`src/rtl/core/lmsdb_pkg.sv`:
```
`default_nettype none

package lmsdb_pkg;

    localparam int MATRIX_COUNT       = 8;
    localparam int COLUMNS_PER_MATRIX = 5;
    localparam int PLANE_COUNT        = 2;
    localparam int ROWS_PER_MATRIX    = 7;

    localparam int CMD_W       = 3;
    localparam int IN_TDATA_W  = 16;
    localparam int PORT_W      = 2;
    localparam int BYTE_W      = 8;

    localparam logic [CMD_W-1:0] CMD_TICK   = 3'd0;
    localparam logic [CMD_W-1:0] CMD_DRAW   = 3'd1;
    localparam logic [CMD_W-1:0] CMD_SWAP   = 3'd2;
    localparam logic [CMD_W-1:0] CMD_STATUS = 3'd3;
    localparam logic [CMD_W-1:0] CMD_BLANK  = 3'd4;

    localparam logic [PORT_W-1:0] PORT_SEL    = 2'd0;
    localparam logic [PORT_W-1:0] PORT_DATA   = 2'd1;
    localparam logic [PORT_W-1:0] PORT_STATUS = 2'd2;

    localparam logic [BYTE_W-1:0] BLANK_CODE_RESET = 8'd128;

    typedef enum logic [3:0] {
        ST_IDLE,
        ST_DISPATCH,
        ST_DRAW_RD,
        ST_DRAW_WR,
        ST_TICK_RD,
        ST_TICK_SEL,
        ST_TICK_DATA,
        ST_TICK_COL,
        ST_STATUS,
        ST_BLANK_SEL,
        ST_BLANK_DATA
    } state_t;

    typedef enum logic [2:0] {
        EM_SEL_MATRIX,
        EM_DATA_BYTE,
        EM_SEL_COLUMN,
        EM_STATUS,
        EM_BLANK_SEL,
        EM_ZERO
    } emit_t;

    typedef struct packed {
        logic  load_item;
        logic  set_pending;
        logic  clr_matrix;
        logic  inc_matrix;
        logic  clr_plane;
        logic  inc_plane;
        logic  rd_tick;
        logic  rd_draw;
        logic  wr_draw;
        logic  advance_scan;
        logic  emit;
        emit_t emit_kind;
        logic  emit_last;
    } ctrl_cmd_t;

    typedef struct packed {
        logic [CMD_W-1:0] command;
        logic             pixel_in;
        logic             plane_hit;
        logic             plane_last;
        logic             matrix_last;
        logic             out_free;
    } dp_status_t;

endpackage

`default_nettype wire

```
`src/rtl/core/lmsdb_ram.sv`:
```
`default_nettype none

// Simple dual-port RAM, registered read.
module lmsdb_ram #(
    parameter int WIDTH = 8,
    parameter int DEPTH = 160
) (
    input  wire logic                     clk,
    input  wire logic                     wr_en,
    input  wire logic [$clog2(DEPTH)-1:0] wr_addr,
    input  wire logic [WIDTH-1:0]         wr_data,
    input  wire logic                     rd_en,
    input  wire logic [$clog2(DEPTH)-1:0] rd_addr,
    output logic      [WIDTH-1:0]         rd_data
);

    logic [WIDTH-1:0] mem_reg [DEPTH];

    always_ff @(posedge clk)
    begin
        if (wr_en)
        begin
            mem_reg[wr_addr] <= wr_data;
        end
        if (rd_en)
        begin
            rd_data <= mem_reg[rd_addr];
        end
    end

endmodule

`default_nettype wire

```
`src/rtl/core/lmsdb_ctrl.sv`:
```
`default_nettype none

module lmsdb_ctrl (
    input  wire logic                   clk,
    input  wire logic                   rst_n,
    input  wire logic                   in_valid,
    output logic                        in_ready,
    input  wire lmsdb_pkg::dp_status_t  status,
    output lmsdb_pkg::ctrl_cmd_t        cmd
);

    lmsdb_pkg::state_t state_reg;
    lmsdb_pkg::state_t state_next;

    always_ff @(posedge clk or negedge rst_n)
    begin
        if (!rst_n)
        begin
            state_reg <= lmsdb_pkg::ST_IDLE;
        end
        else
        begin
            state_reg <= state_next;
        end
    end

    // next state
    always_comb
    begin
        state_next = state_reg;
        unique case (state_reg)
            lmsdb_pkg::ST_IDLE:
            begin
                if (in_valid)
                begin
                    state_next = lmsdb_pkg::ST_DISPATCH;
                end
            end
            lmsdb_pkg::ST_DISPATCH:
            begin
                unique case (status.command)
                    lmsdb_pkg::CMD_TICK:   state_next = lmsdb_pkg::ST_TICK_RD;
                    lmsdb_pkg::CMD_DRAW:   state_next = status.pixel_in ?
                                               lmsdb_pkg::ST_DRAW_RD : lmsdb_pkg::ST_IDLE;
                    lmsdb_pkg::CMD_STATUS: state_next = lmsdb_pkg::ST_STATUS;
                    lmsdb_pkg::CMD_BLANK:  state_next = lmsdb_pkg::ST_BLANK_SEL;
                    default:               state_next = lmsdb_pkg::ST_IDLE;
                endcase
            end
            lmsdb_pkg::ST_DRAW_RD:
            begin
                if (status.plane_hit)
                begin
                    state_next = lmsdb_pkg::ST_DRAW_WR;
                end
                else if (status.plane_last)
                begin
                    state_next = lmsdb_pkg::ST_IDLE;
                end
            end
            lmsdb_pkg::ST_DRAW_WR:
            begin
                state_next = status.plane_last ? lmsdb_pkg::ST_IDLE : lmsdb_pkg::ST_DRAW_RD;
            end
            lmsdb_pkg::ST_TICK_RD:
            begin
                state_next = lmsdb_pkg::ST_TICK_SEL;
            end
            lmsdb_pkg::ST_TICK_SEL:
            begin
                if (status.out_free)
                begin
                    state_next = lmsdb_pkg::ST_TICK_DATA;
                end
            end
            lmsdb_pkg::ST_TICK_DATA:
            begin
                if (status.out_free)
                begin
                    state_next = status.matrix_last ? lmsdb_pkg::ST_TICK_COL
                                                    : lmsdb_pkg::ST_TICK_RD;
                end
            end
            lmsdb_pkg::ST_TICK_COL, lmsdb_pkg::ST_STATUS, lmsdb_pkg::ST_BLANK_DATA:
            begin
                if (status.out_free)
                begin
                    state_next = lmsdb_pkg::ST_IDLE;
                end
            end
            lmsdb_pkg::ST_BLANK_SEL:
            begin
                if (status.out_free)
                begin
                    state_next = lmsdb_pkg::ST_BLANK_DATA;
                end
            end
            default:
            begin
                state_next = lmsdb_pkg::ST_IDLE;
            end
        endcase
    end

    // outputs
    always_comb
    begin
        cmd       = '0;
        in_ready  = 1'b0;
        unique case (state_reg)
            lmsdb_pkg::ST_IDLE:
            begin
                in_ready      = 1'b1;
                cmd.load_item = in_valid;
            end
            lmsdb_pkg::ST_DISPATCH:
            begin
                cmd.set_pending = (status.command == lmsdb_pkg::CMD_SWAP);
                cmd.clr_matrix  = (status.command == lmsdb_pkg::CMD_TICK);
                cmd.clr_plane   = (status.command == lmsdb_pkg::CMD_DRAW);
            end
            lmsdb_pkg::ST_DRAW_RD:
            begin
                cmd.rd_draw   = status.plane_hit;
                cmd.inc_plane = !status.plane_hit && !status.plane_last;
            end
            lmsdb_pkg::ST_DRAW_WR:
            begin
                cmd.wr_draw   = 1'b1;
                cmd.inc_plane = !status.plane_last;
            end
            lmsdb_pkg::ST_TICK_RD:
            begin
                cmd.rd_tick = 1'b1;
            end
            lmsdb_pkg::ST_TICK_SEL:
            begin
                cmd.emit      = status.out_free;
                cmd.emit_kind = lmsdb_pkg::EM_SEL_MATRIX;
            end
            lmsdb_pkg::ST_TICK_DATA:
            begin
                cmd.emit       = status.out_free;
                cmd.emit_kind  = lmsdb_pkg::EM_DATA_BYTE;
                cmd.inc_matrix = status.out_free && !status.matrix_last;
            end
            lmsdb_pkg::ST_TICK_COL:
            begin
                cmd.emit         = status.out_free;
                cmd.emit_kind    = lmsdb_pkg::EM_SEL_COLUMN;
                cmd.emit_last    = 1'b1;
                cmd.advance_scan = status.out_free;
            end
            lmsdb_pkg::ST_STATUS:
            begin
                cmd.emit      = status.out_free;
                cmd.emit_kind = lmsdb_pkg::EM_STATUS;
                cmd.emit_last = 1'b1;
            end
            lmsdb_pkg::ST_BLANK_SEL:
            begin
                cmd.emit      = status.out_free;
                cmd.emit_kind = lmsdb_pkg::EM_BLANK_SEL;
            end
            lmsdb_pkg::ST_BLANK_DATA:
            begin
                cmd.emit      = status.out_free;
                cmd.emit_kind = lmsdb_pkg::EM_ZERO;
                cmd.emit_last = 1'b1;
            end
            default:
            begin
                cmd = '0;
            end
        endcase
    end

endmodule

`default_nettype wire

```
`src/rtl/core/lmsdb_datapath.sv`:
```
`default_nettype none

module lmsdb_datapath #(
    parameter int MATRIX_COUNT       = lmsdb_pkg::MATRIX_COUNT,
    parameter int COLUMNS_PER_MATRIX = lmsdb_pkg::COLUMNS_PER_MATRIX,
    parameter int PLANE_COUNT        = lmsdb_pkg::PLANE_COUNT
) (
    input  wire logic                               clk,
    input  wire logic                               rst_n,
    input  wire logic                               cfg_valid,
    input  wire logic [lmsdb_pkg::BYTE_W-1:0]       cfg_data,
    input  wire logic [lmsdb_pkg::IN_TDATA_W-1:0]   in_data,
    input  wire logic [lmsdb_pkg::CMD_W-1:0]        in_user,
    input  wire lmsdb_pkg::ctrl_cmd_t               cmd,
    output lmsdb_pkg::dp_status_t                   status,
    output logic                                    out_valid,
    input  wire logic                               out_ready,
    output logic [lmsdb_pkg::BYTE_W-1:0]            out_data,
    output logic [lmsdb_pkg::PORT_W-1:0]            out_user,
    output logic                                    out_last
);

    localparam int PLANE_BYTES  = MATRIX_COUNT * COLUMNS_PER_MATRIX;
    localparam int BUFFER_BYTES = PLANE_COUNT * PLANE_BYTES;
    localparam int STORE_BYTES  = 2 * BUFFER_BYTES;
    localparam int ADDR_W       = $clog2(STORE_BYTES);
    localparam int COL_W        = $clog2(COLUMNS_PER_MATRIX);
    localparam int MAT_W        = $clog2(MATRIX_COUNT);
    localparam int ACROSS       = MATRIX_COUNT / 2;
    localparam int DISP_WIDTH   = ACROSS * COLUMNS_PER_MATRIX;
    localparam int DISP_HEIGHT  = 2 * lmsdb_pkg::ROWS_PER_MATRIX;

    // item fields
    logic [lmsdb_pkg::CMD_W-1:0] cmd_reg;
    logic [4:0]                  x_reg;
    logic [3:0]                  y_reg;
    logic [1:0]                  shade_reg;

    // scan state
    logic [lmsdb_pkg::BYTE_W-1:0] blank_code_reg;
    logic                         shown_reg;
    logic [COL_W-1:0]             scan_col_reg;
    logic                         scan_plane_reg;
    logic                         pending_reg;

    // loop counters
    logic [MAT_W-1:0] mat_reg;
    logic             plane_reg;

    // store
    logic [STORE_BYTES-1:0]       valid_reg;
    logic                         rd_valid_reg;
    logic [lmsdb_pkg::BYTE_W-1:0] rd_data;
    logic [lmsdb_pkg::BYTE_W-1:0] rd_byte;
    logic [ADDR_W-1:0]            tick_addr;
    logic [ADDR_W-1:0]            draw_addr;
    logic [ADDR_W-1:0]            rd_addr;
    logic [lmsdb_pkg::BYTE_W-1:0] wr_byte;

    // pixel decode
    logic [5:0]       x6;
    logic [1:0]       quot;
    logic [5:0]       quot_base;
    logic [5:0]       rem6;
    logic             lower_half;
    logic [2:0]       row_bit;
    logic [3:0]       row_adj;

    logic col_last;
    logic scan_plane_last;
    logic frame_end;

    // output register
    logic                         out_valid_reg;
    logic [lmsdb_pkg::BYTE_W-1:0] out_data_reg;
    logic [lmsdb_pkg::PORT_W-1:0] out_user_reg;
    logic                         out_last_reg;

    // x / C and x % C by compares, x < 4*C
    always_comb
    begin
        x6 = {1'b0, x_reg};
        if (x6 >= 6'(3 * COLUMNS_PER_MATRIX))
        begin
            quot      = 2'd3;
            quot_base = 6'(3 * COLUMNS_PER_MATRIX);
        end
        else if (x6 >= 6'(2 * COLUMNS_PER_MATRIX))
        begin
            quot      = 2'd2;
            quot_base = 6'(2 * COLUMNS_PER_MATRIX);
        end
        else if (x6 >= 6'(COLUMNS_PER_MATRIX))
        begin
            quot      = 2'd1;
            quot_base = 6'(COLUMNS_PER_MATRIX);
        end
        else
        begin
            quot      = 2'd0;
            quot_base = 6'd0;
        end
        rem6       = x6 - quot_base;
        lower_half = (y_reg >= 4'(lmsdb_pkg::ROWS_PER_MATRIX));
        row_adj    = lower_half ? (y_reg - 4'(lmsdb_pkg::ROWS_PER_MATRIX)) : y_reg;
        row_bit    = row_adj[2:0];
    end

    assign draw_addr = (shown_reg ? ADDR_W'(0) : ADDR_W'(BUFFER_BYTES))
                     + (plane_reg ? ADDR_W'(PLANE_BYTES) : ADDR_W'(0))
                     + ADDR_W'(rem6[COL_W-1:0]) * ADDR_W'(MATRIX_COUNT)
                     + ADDR_W'(quot)
                     + (lower_half ? ADDR_W'(ACROSS) : ADDR_W'(0));

    assign tick_addr = (shown_reg ? ADDR_W'(BUFFER_BYTES) : ADDR_W'(0))
                     + (scan_plane_reg ? ADDR_W'(PLANE_BYTES) : ADDR_W'(0))
                     + ADDR_W'(scan_col_reg) * ADDR_W'(MATRIX_COUNT)
                     + ADDR_W'(mat_reg);

    assign rd_addr = cmd.rd_tick ? tick_addr : draw_addr;
    assign rd_byte = rd_valid_reg ? rd_data : '0;
    assign wr_byte = rd_byte | (8'b1 << row_bit);

    lmsdb_ram #(
        .WIDTH (lmsdb_pkg::BYTE_W),
        .DEPTH (STORE_BYTES)
    ) u_store (
        .clk     (clk),
        .wr_en   (cmd.wr_draw),
        .wr_addr (draw_addr),
        .wr_data (wr_byte),
        .rd_en   (cmd.rd_tick || cmd.rd_draw),
        .rd_addr (rd_addr),
        .rd_data (rd_data)
    );

    assign col_last        = (scan_col_reg == COL_W'(COLUMNS_PER_MATRIX - 1));
    assign scan_plane_last = (scan_plane_reg == 1'(PLANE_COUNT - 1));
    assign frame_end       = cmd.advance_scan && col_last && scan_plane_last;

    // item capture and config
    always_ff @(posedge clk)
    begin
        if (cmd.load_item)
        begin
            cmd_reg   <= in_user;
            x_reg     <= in_data[4:0];
            y_reg     <= in_data[8:5];
            shade_reg <= in_data[10:9];
        end
        if (cmd.rd_tick || cmd.rd_draw)
        begin
            rd_valid_reg <= valid_reg[rd_addr];
        end
    end

    always_ff @(posedge clk or negedge rst_n)
    begin
        if (!rst_n)
        begin
            blank_code_reg <= lmsdb_pkg::BLANK_CODE_RESET;
            shown_reg      <= 1'b0;
            scan_col_reg   <= '0;
            scan_plane_reg <= 1'b0;
            pending_reg    <= 1'b0;
            mat_reg        <= '0;
            plane_reg      <= 1'b0;
            valid_reg      <= '0;
        end
        else
        begin
            if (cfg_valid)
            begin
                blank_code_reg <= cfg_data;
            end
            if (cmd.clr_matrix)
            begin
                mat_reg <= '0;
            end
            else if (cmd.inc_matrix)
            begin
                mat_reg <= mat_reg + MAT_W'(1);
            end
            if (cmd.clr_plane)
            begin
                plane_reg <= 1'b0;
            end
            else if (cmd.inc_plane)
            begin
                plane_reg <= 1'b1;
            end
            if (cmd.set_pending)
            begin
                pending_reg <= 1'b1;
            end
            if (cmd.wr_draw)
            begin
                valid_reg[draw_addr] <= 1'b1;
            end
            if (cmd.advance_scan)
            begin
                scan_col_reg <= col_last ? '0 : scan_col_reg + COL_W'(1);
                if (col_last)
                begin
                    scan_plane_reg <= scan_plane_last ? 1'b0 : 1'b1;
                end
            end
            // swap: old shown buffer becomes the drawing buffer and reads as zero
            if (frame_end && pending_reg)
            begin
                shown_reg   <= !shown_reg;
                pending_reg <= 1'b0;
                for (int e = 0; e < STORE_BYTES; e++)
                begin
                    if ((e >= BUFFER_BYTES) == shown_reg)
                    begin
                        valid_reg[e] <= 1'b0;
                    end
                end
            end
        end
    end

    // output register
    always_ff @(posedge clk or negedge rst_n)
    begin
        if (!rst_n)
        begin
            out_valid_reg <= 1'b0;
        end
        else if (cmd.emit)
        begin
            out_valid_reg <= 1'b1;
        end
        else if (out_ready)
        begin
            out_valid_reg <= 1'b0;
        end
    end

    always_ff @(posedge clk)
    begin
        if (cmd.emit)
        begin
            out_last_reg <= cmd.emit_last;
            unique case (cmd.emit_kind)
                lmsdb_pkg::EM_SEL_MATRIX:
                begin
                    out_user_reg <= lmsdb_pkg::PORT_SEL;
                    out_data_reg <= blank_code_reg | 8'(mat_reg);
                end
                lmsdb_pkg::EM_DATA_BYTE:
                begin
                    out_user_reg <= lmsdb_pkg::PORT_DATA;
                    out_data_reg <= ~rd_byte;
                end
                lmsdb_pkg::EM_SEL_COLUMN:
                begin
                    out_user_reg <= lmsdb_pkg::PORT_SEL;
                    out_data_reg <= 8'(scan_col_reg) << 3;
                end
                lmsdb_pkg::EM_STATUS:
                begin
                    out_user_reg <= lmsdb_pkg::PORT_STATUS;
                    out_data_reg <= 8'(pending_reg);
                end
                lmsdb_pkg::EM_BLANK_SEL:
                begin
                    out_user_reg <= lmsdb_pkg::PORT_SEL;
                    out_data_reg <= blank_code_reg;
                end
                lmsdb_pkg::EM_ZERO:
                begin
                    out_user_reg <= lmsdb_pkg::PORT_DATA;
                    out_data_reg <= '0;
                end
                default:
                begin
                    out_user_reg <= lmsdb_pkg::PORT_SEL;
                    out_data_reg <= '0;
                end
            endcase
        end
    end

    assign out_valid = out_valid_reg;
    assign out_data  = out_data_reg;
    assign out_user  = out_user_reg;
    assign out_last  = out_last_reg;

    always_comb
    begin
        status.command     = cmd_reg;
        status.pixel_in    = ({1'b0, x_reg} < 6'(DISP_WIDTH)) && (y_reg < 4'(DISP_HEIGHT));
        status.plane_hit   = shade_reg[plane_reg] && (int'(plane_reg) < PLANE_COUNT);
        status.plane_last  = (plane_reg == 1'(PLANE_COUNT - 1));
        status.matrix_last = (mat_reg == MAT_W'(MATRIX_COUNT - 1));
        status.out_free    = !out_valid_reg || out_ready;
    end

endmodule

`default_nettype wire

```
`src/rtl/core/led_matrix_scan_double_buffer.sv`:
```
// Tick: per matrix a store read, a select and a data byte, then the column select, marked last.
//   Draw: a read step per plane and a write per set plane; off-display pixels are dropped.
// One item in flight, results held in an output register; output stalls hold the sequencer.
// Reset (rst_n, asynchronous, active low): scan state, swap flag and output valid cleared,
//   blank code to 128; the frame store reads as zero through per-entry valid flags.
`default_nettype none

module led_matrix_scan_double_buffer #(
    parameter int MATRIX_COUNT       = lmsdb_pkg::MATRIX_COUNT,
    parameter int COLUMNS_PER_MATRIX = lmsdb_pkg::COLUMNS_PER_MATRIX,
    parameter int PLANE_COUNT        = lmsdb_pkg::PLANE_COUNT
) (
    input  wire logic                               clk,
    input  wire logic                               rst_n,

    // blank_code register write
    input  wire logic                               cfg_valid,
    output logic                                    cfg_ready,
    input  wire logic [lmsdb_pkg::BYTE_W-1:0]       cfg_data,

    input  wire logic                               s_axis_tvalid,
    output logic                                    s_axis_tready,
    // [4:0] pix_x, [8:5] pix_y, [10:9] shade, [15:11] zero
    input  wire logic [lmsdb_pkg::IN_TDATA_W-1:0]   s_axis_tdata,
    // [2:0] command
    input  wire logic [lmsdb_pkg::CMD_W-1:0]        s_axis_tuser,

    output logic                                    m_axis_tvalid,
    input  wire logic                               m_axis_tready,
    // [7:0] value
    output logic [lmsdb_pkg::BYTE_W-1:0]            m_axis_tdata,
    // [1:0] port
    output logic [lmsdb_pkg::PORT_W-1:0]            m_axis_tuser,
    output logic                                    m_axis_tlast
);

    lmsdb_pkg::ctrl_cmd_t  cmd;
    lmsdb_pkg::dp_status_t status;

    // Register writes should land only while idle (the user's duty, not enforced); the port never stalls.
    assign cfg_ready = 1'b1;

    // Sequencer: decodes the command and walks the matrix and plane loops.
    lmsdb_ctrl u_ctrl (
        .clk      (clk),
        .rst_n    (rst_n),
        .in_valid (s_axis_tvalid),
        .in_ready (s_axis_tready),
        .status   (status),
        .cmd      (cmd)
    );

    // Frame store, scan position, swap logic and the output register.
    lmsdb_datapath #(
        .MATRIX_COUNT       (MATRIX_COUNT),
        .COLUMNS_PER_MATRIX (COLUMNS_PER_MATRIX),
        .PLANE_COUNT        (PLANE_COUNT)
    ) u_datapath (
        .clk       (clk),
        .rst_n     (rst_n),
        .cfg_valid (cfg_valid),
        .cfg_data  (cfg_data),
        .in_data   (s_axis_tdata),
        .in_user   (s_axis_tuser),
        .cmd       (cmd),
        .status    (status),
        .out_valid (m_axis_tvalid),
        .out_ready (m_axis_tready),
        .out_data  (m_axis_tdata),
        .out_user  (m_axis_tuser),
        .out_last  (m_axis_tlast)
    );

endmodule

`default_nettype wire

```
`config.mk`:
```
export PLATFORM = sky130hd
export DESIGN_NAME = led_matrix_scan_double_buffer
export DESIGN_NICKNAME = d
export VERILOG_FILES = /design/src/rtl/core/lmsdb_pkg.sv /design/src/rtl/core/lmsdb_ram.sv /design/src/rtl/core/lmsdb_ctrl.sv /design/src/rtl/core/lmsdb_datapath.sv /design/src/rtl/core/led_matrix_scan_double_buffer.sv
export SDC_FILE = /design/constraint.sdc
export NUM_CORES = 2
export LEC_CHECK = 0
export BUFFER_PORTS_ARGS = -buffer_cell sky130_fd_sc_hd__buf_4
export CAP_MARGIN = 20
export CORE_MARGIN = 1.5
export CORE_UTILIZATION = 40
export DETAILED_ROUTE_END_ITERATION = 10
export GPL_TIMING_DRIVEN = 0
export PLACE_DENSITY = 0.57
export RECOVER_POWER = 100
export REMOVE_ABC_BUFFERS = 1
export SYNTH_ARGS = -nofsm -noshare
export SYNTH_HDL_FRONTEND = slang
export SYNTH_HIERARCHICAL = 1
export SYNTH_SLANG_ARGS = --single-unit
```
`constraint.sdc`:
```
create_clock -name clk -period 11.7 [get_ports clk]
set_input_delay 0.585 -clock clk [delete_from_list [all_inputs] [get_ports clk]]
set_output_delay 0.585 -clock clk [all_outputs]
set_load 0.05 [all_outputs]
```
# Word-level counts from Yosys, hierarchy flattened
# Memories as Yosys holds them, arrays and structs flattened. A register that Yosys moved wholly into a read port is not among the register bits.
# Cells that the tools add are included.
# op_classes
n_addsub,11
n_lt_le_gt_ge,10
n_eq_ne,27
shifts,1
muxes,220
bitwise_logic,4
reduce_logical,25
# op_table
operator,count
160-bit 2-to-1 mux,2
1-bit 2-to-1 mux,183
160-bit OR,1
8-bit one-hot mux with 5 select lines,1
4-bit one-hot mux with 9 select lines,1
4-bit 2-to-1 mux,7
8-bit adder,3
3-bit 2-to-1 mux,8
4-bit one-hot mux with 6 select lines,1
"8-bit by 9-bit less-than comparator with 1-bit output, second input constant",2
8-bit by 6-bit adder with 8-bit output,2
"4-bit by 3-bit == test with 1-bit output, second input constant",4
8-bit 2-to-1 mux,2
4-bit one-hot mux with 4 select lines,1
"3-bit == test, second input constant",5
7-bit 2-to-1 mux,2
"3-bit by 2-bit == test with 1-bit output, second input constant",4
"4-bit == test, second input constant",3
2-bit 2-to-1 mux,6
6-bit 2-to-1 mux,2
"5-bit by 4-bit >= comparator with 1-bit output, second input constant",2
8-bit by 2-bit adder with 8-bit output,1
8-bit by 3-bit adder with 8-bit output,1
1-bit binary-select mux with 8-bit select,1
other kinds (32),53
# word_totals
regBits,209
ram_bits,1280
inputBits,32
memories,1
# memory_table
memory,depth,width,rd,rd_ports_with_merged_regs,wr,line,source
u_datapath.u_store.mem_reg,160,8,1,1,1,lmsdb_ram.sv:17,logic [WIDTH-1:0] mem_reg [DEPTH];

# Logic depth before layout (Yosys ltp)
# depth
depth_word,16
depth_mapped,23

# By module
# Netlist, hierarchy kept.
# modules_own_cells
mod,instances,cells_each,area_per_inst_um2,seq_area_each_um2
lmsdb_ram,1,2489,50462.1,38677.1
lmsdb_datapath,1,1025,9643.0,5261.3
lmsdb_ctrl,1,67,491.7,100.1
led_matrix_scan_double_buffer,1,2,11.3,0.0

# Worst setup path before layout
# OpenSTA, ideal clock, no wires.
# synth_path
path_type,register to register
start,register u_datapath.y_reg[0]
end,memory u_datapath.u_store.mem_reg[0][0] (data pin)
setup_ns,1.444
arrival_time_ns,7.731
path_slack_ns,2.525
path_stages_with_launch,7
n_path_buf,0
cell_sequence,edfxtp_1 -> ha_1 -> a21oi_1 -> inv_2 -> nor3_1 -> a21oi_1 -> o21ai_0
# synth_via
elab_chain_cells,4
word_cells_on_any_way,5
# synth_rtl
element,line,source
from (decl),lmsdb_datapath.sv:36,logic [3:0] y_reg;
from (signal assigned),lmsdb_datapath.sv:148,y_reg <= in_data[8:5];
4-bit by 3-bit >= comparator with 1-bit output or 3-bit subtractor (tied branches),"lmsdb_datapath.sv:104, lmsdb_datapath.sv:105",
3-bit 2-to-1 mux (*),lmsdb_datapath.sv:105,row_adj = lower_half ? (y_reg - 4'(lmsdb_pkg::ROWS_PER_MATRIX)) : y_reg;
1-bit by 3-bit left shift with 8-bit output (*),lmsdb_datapath.sv:122,assign wr_byte = rd_byte | (8'b1 << row_bit);
8-bit OR (*),lmsdb_datapath.sv:122,
named net u_datapath.wr_byte (one bit),lmsdb_datapath.sv:58,logic [lmsdb_pkg::BYTE_W-1:0] wr_byte;
to (decl),lmsdb_ram.sv:17,
# The timed path passes the listed nets; every way through them passes the cells marked *.

# Worst setup path after layout
# layout_path
start,register u_datapath.y_reg[0]
end,memory u_datapath.u_store.mem_reg[45][0] (data pin)
# The elaborated chain is that of the path after synthesis.

==> impl_metrics.json <==
{
  "power.leakage_nw": 22.3,
  "dieWidth_um": 392,
  "regToRegSetupSlack_ns": 2.92,
  "place.port_buffers": 39,
  "core_area_um2": 150000,
  "clock_skew_ns": 0.0276,
  "fin_nets": 3720,
  "hold_start": "cfg_data[2]",
  "die_y_um": 392,
  "vias": 33400,
  "post_cts_buffers": 0,
  "start_util_pct": 40.4,
  "dp_hpwl_mm": 101,
  "synth-seq-cells": 1497,
  "synth_area_per_cell_um2": 16.9,
  "drive_gt1_share_pct": 14.8,
  "synthCells": 3583,
  "crit_top_cell": "clkbuf_1",
  "relSlewSlack_pct": -171,
  "final_cell_mix": "edfxtp_1 (1,314), nor2_1 (396), a21oi_1 (232)",
  "setup_ws_ns": 2.92,
  "worst_ir_drop_vdd_mv": 0.267,
  "syn_area_um2": 60600,
  "fp.dieArea_um2": 154000,
  "drt_pre_antenna_iters": 6,
  "seqCellArea_um2": 44000,
  "finalSetupViolCount": 0,
  "r2r-end": "u_datapath/u_store/mem_reg[45][0]",
  "pwr_density_cell_nw_per_um2": 279,
  "async_flop_share_pct": 12.2,
  "fillers": 12900,
  "cts_max_level": 4,
  "hold_depth": 2,
  "grt_max_degree": 111,
  "cts_root_buf": "clkbuf_16",
  "wl_met2_mm": 74.3,
  "r2r_cells": 11,
  "startpoint_type": "flip-flop",
  "tightestPinTransition_ns": 4.06,
  "path_cells": "ha_1 -> a21oi_1 -> clkbuf_1 -> inv_1 -> nor3_1 -> a21oi_1 -> o21ai_0 -> clkbuf_1 -> clkbuf_1 -> clkbuf_1 -> clkbuf_1",
  "crit_fanout": 34,
  "crit_path_start": "u_datapath/y_reg[0]",
  "yosys_warnings": 6,
  "drv_cap": 28,
  "clk_latency_ns": 0.78,
  "wl_met3_mm": 11.4,
  "overflow": 0,
  "largest_register_ffs": 1280,
  "total_power_w": 0.0190,
  "critical_path.max_stage_delay_ns": 1.29,
  "grt_usage_pct": 20.6,
  "rows": 142,
  "top_layer_used": "met4",
  "synth_cell_types": 75,
  "synth_edf_count": 1314,
  "num_io_pins": 46,
  "numCtsBuffers": 150,
  "cts_tree": "done",
  "ant_nets": 0,
  "grt_pass1_vias": 33100,
  "critPathRequiredTime_ns": 12.11,
  "drt_iter0_drc": 3863,
  "r2r_start": "u_datapath/y_reg[0]",
  "area_growth_pct": 12.4,
  "rsz0062_at_grt": "no",
  "yosys_most_used_dff": "edfxtp_1",
  "met1Wirelength_mm": 66.8,
  "grt_pass1_wl_mm": 230,
  "maxSlewViolCount": 1088,
  "multi_input_area_um2": 15400,
  "period_needed_ns": 8.78,
  "antenna_found_initial": 5,
  "gp_congestion": 0.853,
  "path_clk_slew_ns": 0.06,
  "crit_type": "flip-flop to flip-flop",
  "mostFrequentLayoutCell": "edfxtp_1",
  "status": "finished, violations left",
  "seq_area_frac_synth_pct": 72.7,
  "end_kind": "flip-flop",
  "wl_per_cell_um": 27.1,
  "hold_class": "input pin to flip-flop",
  "hold_violations": 0,
  "cts_sinks": 1497,
  "cp.arrival_ns": 9.19,
  "failed_checks": "max-capacitance violations, max-slew violations",
  "drc": 0,
  "clock_path_buffers": 3,
  "whs_endpoint": "u_datapath/blank_code_reg[2]",
  "max_freq_mhz": 114,
  "via_per_inst": 5.74,
  "critPathSlowestCell": "o21ai_0",
  "post-route-period-util_pct": 75.1,
  "drt_wl_total_mm": 157,
  "dp_slack_ns": 4.45
}
## cell usage after synthesis (4+ instances only)
master | count | area share, %
edfxtp_1 | 1314 | 65
nor2_1 | 399 | 2.5
a21oi_1 | 233 | 1.9
mux4_2 | 220 | 8.2
mux2i_1 | 191 | 3.2
dfrtp_1 | 182 | 7.5
nand2_1 | 150 | 0.93
clkbuf_1 | 110 | 0.68
nand3_1 | 93 | 0.77
nor3_1 | 64 | 0.53
o22ai_1 | 64 | 0.66
mux2_2 | 51 | 0.95
o221ai_1 | 41 | 0.59
buf_6 | 40 | 0.74
o21ai_0 | 38 | 0.31
nor2b_1 | 36 | 0.37
buf_2 | 31 | 0.26
a22oi_1 | 26 | 0.32
mux4_1 | 25 | 1.1
a211oi_1 | 23 | 0.28
nand4_1 | 22 | 0.23
inv_1 | 21 | 0.13
o211ai_1 | 19 | 0.24
buf_4 | 16 | 0.20
nor4_1 | 13 | 0.13
and2_1 | 12 | 0.12
ha_1 | 12 | 0.25
nand2b_1 | 12 | 0.12
a2111oi_0 | 9 | 0.13
a31oi_1 | 8 | 0.083
xnor2_1 | 7 | 0.10
buf_1 | 6 | 0.037
or2_2 | 6 | 0.062
a221o_1 | 5 | 0.083
a22o_1 | 5 | 0.072
a32oi_1 | 5 | 0.072
a41oi_1 | 5 | 0.072
inv_2 | 5 | 0.031
o21a_1 | 5 | 0.062
nor3b_1 | 4 | 0.050
or4_1 | 4 | 0.050
## metal layers
| metal | vias up | track usage (%) |
|---|---|---|
| met5 | - | 0 |
| li1 | 14400 | - |
| met1 | 17400 | 29.0 |
| met3 | 272 | 3.49 |
| met4 | 0 | 6.64 |
| met2 | 1265 | 32.5 |
## power by group
part / internal (W) / leakage [nW] / total (W) / switching, W
combinational: 0.00218 / 6.41 / 0.00739 / 0.00521
clock: 0.00261 / 2.28 / 0.00461 / 0.00199
sequential: 0.00690 / 13.6 / 0.00697 / 0.0000755
## per-stage QoR
| step | utilization, % | hold slack (ns) | cell area, um^2 | instances | setup TNS, ns |
|---|---|---|---|---|---|
| floorplan | - | 0.289 | 59400 | 3378 | 0 |
| global placement | 41.4 | 0.472 | 62200 | 5433 | -6621.77 |
| detailed placement | 42.7 | 0.481 | 64000 | 5514 | 0 |
| CTS | 45.9 | 0.00692 | 68900 | 5804 | 0 |
| global route | 45.4 | 0.0316 | 68100 | 5808 | 0 |
| finish | 45.4 | 0.0583 | 68100 | 5810 | 0 |
## cell type report
| cell class | count | share of cell area [%] |
|---|---|---|
| flip-flops and latches | 1497 | 64.7 |
| multi-input cells | 1854 | 22.5 |
| clock buffers | 200 | 6.02 |
| well taps | 2016 | 3.70 |
| repair buffers | 143 | 2.07 |
| clock inverters | 71 | 0.819 |
| inverters | 27 | 0.178 |
| diodes | 2 | 0.00735 |
## worst max path at each step
| stage | cells past startpoint | to | slack [ns] |
|---|---|---|---|
| floorplan | 11 | u_datapath/u_store/rd_data[3] | 0.29 |
| global placement | 6 | u_datapath/u_store/mem_reg[46][5] | -7.50 |
| detailed placement | 15 | u_datapath/u_store/rd_data[4] | 4.45 |
| CTS | 15 | u_datapath/u_store/rd_data[4] | 4.42 |
| global route | 11 | u_datapath/u_store/mem_reg[47][0] | 2.34 |
| finish | 11 | u_datapath/u_store/mem_reg[45][0] | 2.92 |
## kinds of logic after synthesis
family,count (synthesis),synth area share [%]
multiplexers,488,13.4
other,1,0.00619
flip-flops,1497,72.7
XOR/XNOR,9,0.130
AND/OR/NAND/NOR,829,6.02
buffers and inverters,232,2.14
AO/OA/AOI/OAI,512,5.32
adder cells (fa/ha/maj),15,0.347
## worst max-delay path, delay by kind of cell (launching register included)
| family | cells | cell delay (ns) |
|---|---|---|
| flip-flops | 1 | 0.53 |
| adder cells (fa/ha/maj) | 1 | 0.31 |
| buffers and inverters | 6 | 5.53 |
| AO/OA/AOI/OAI | 3 | 1.67 |
| AND/OR/NAND/NOR | 1 | 0.30 |
## timing repair
item | CTS | global route
gates resized for setup | 0 | 0
hold buffers | 19 | 0
hold endpoints to repair | 91 | 0
Power figures use the tool's default switching activity.
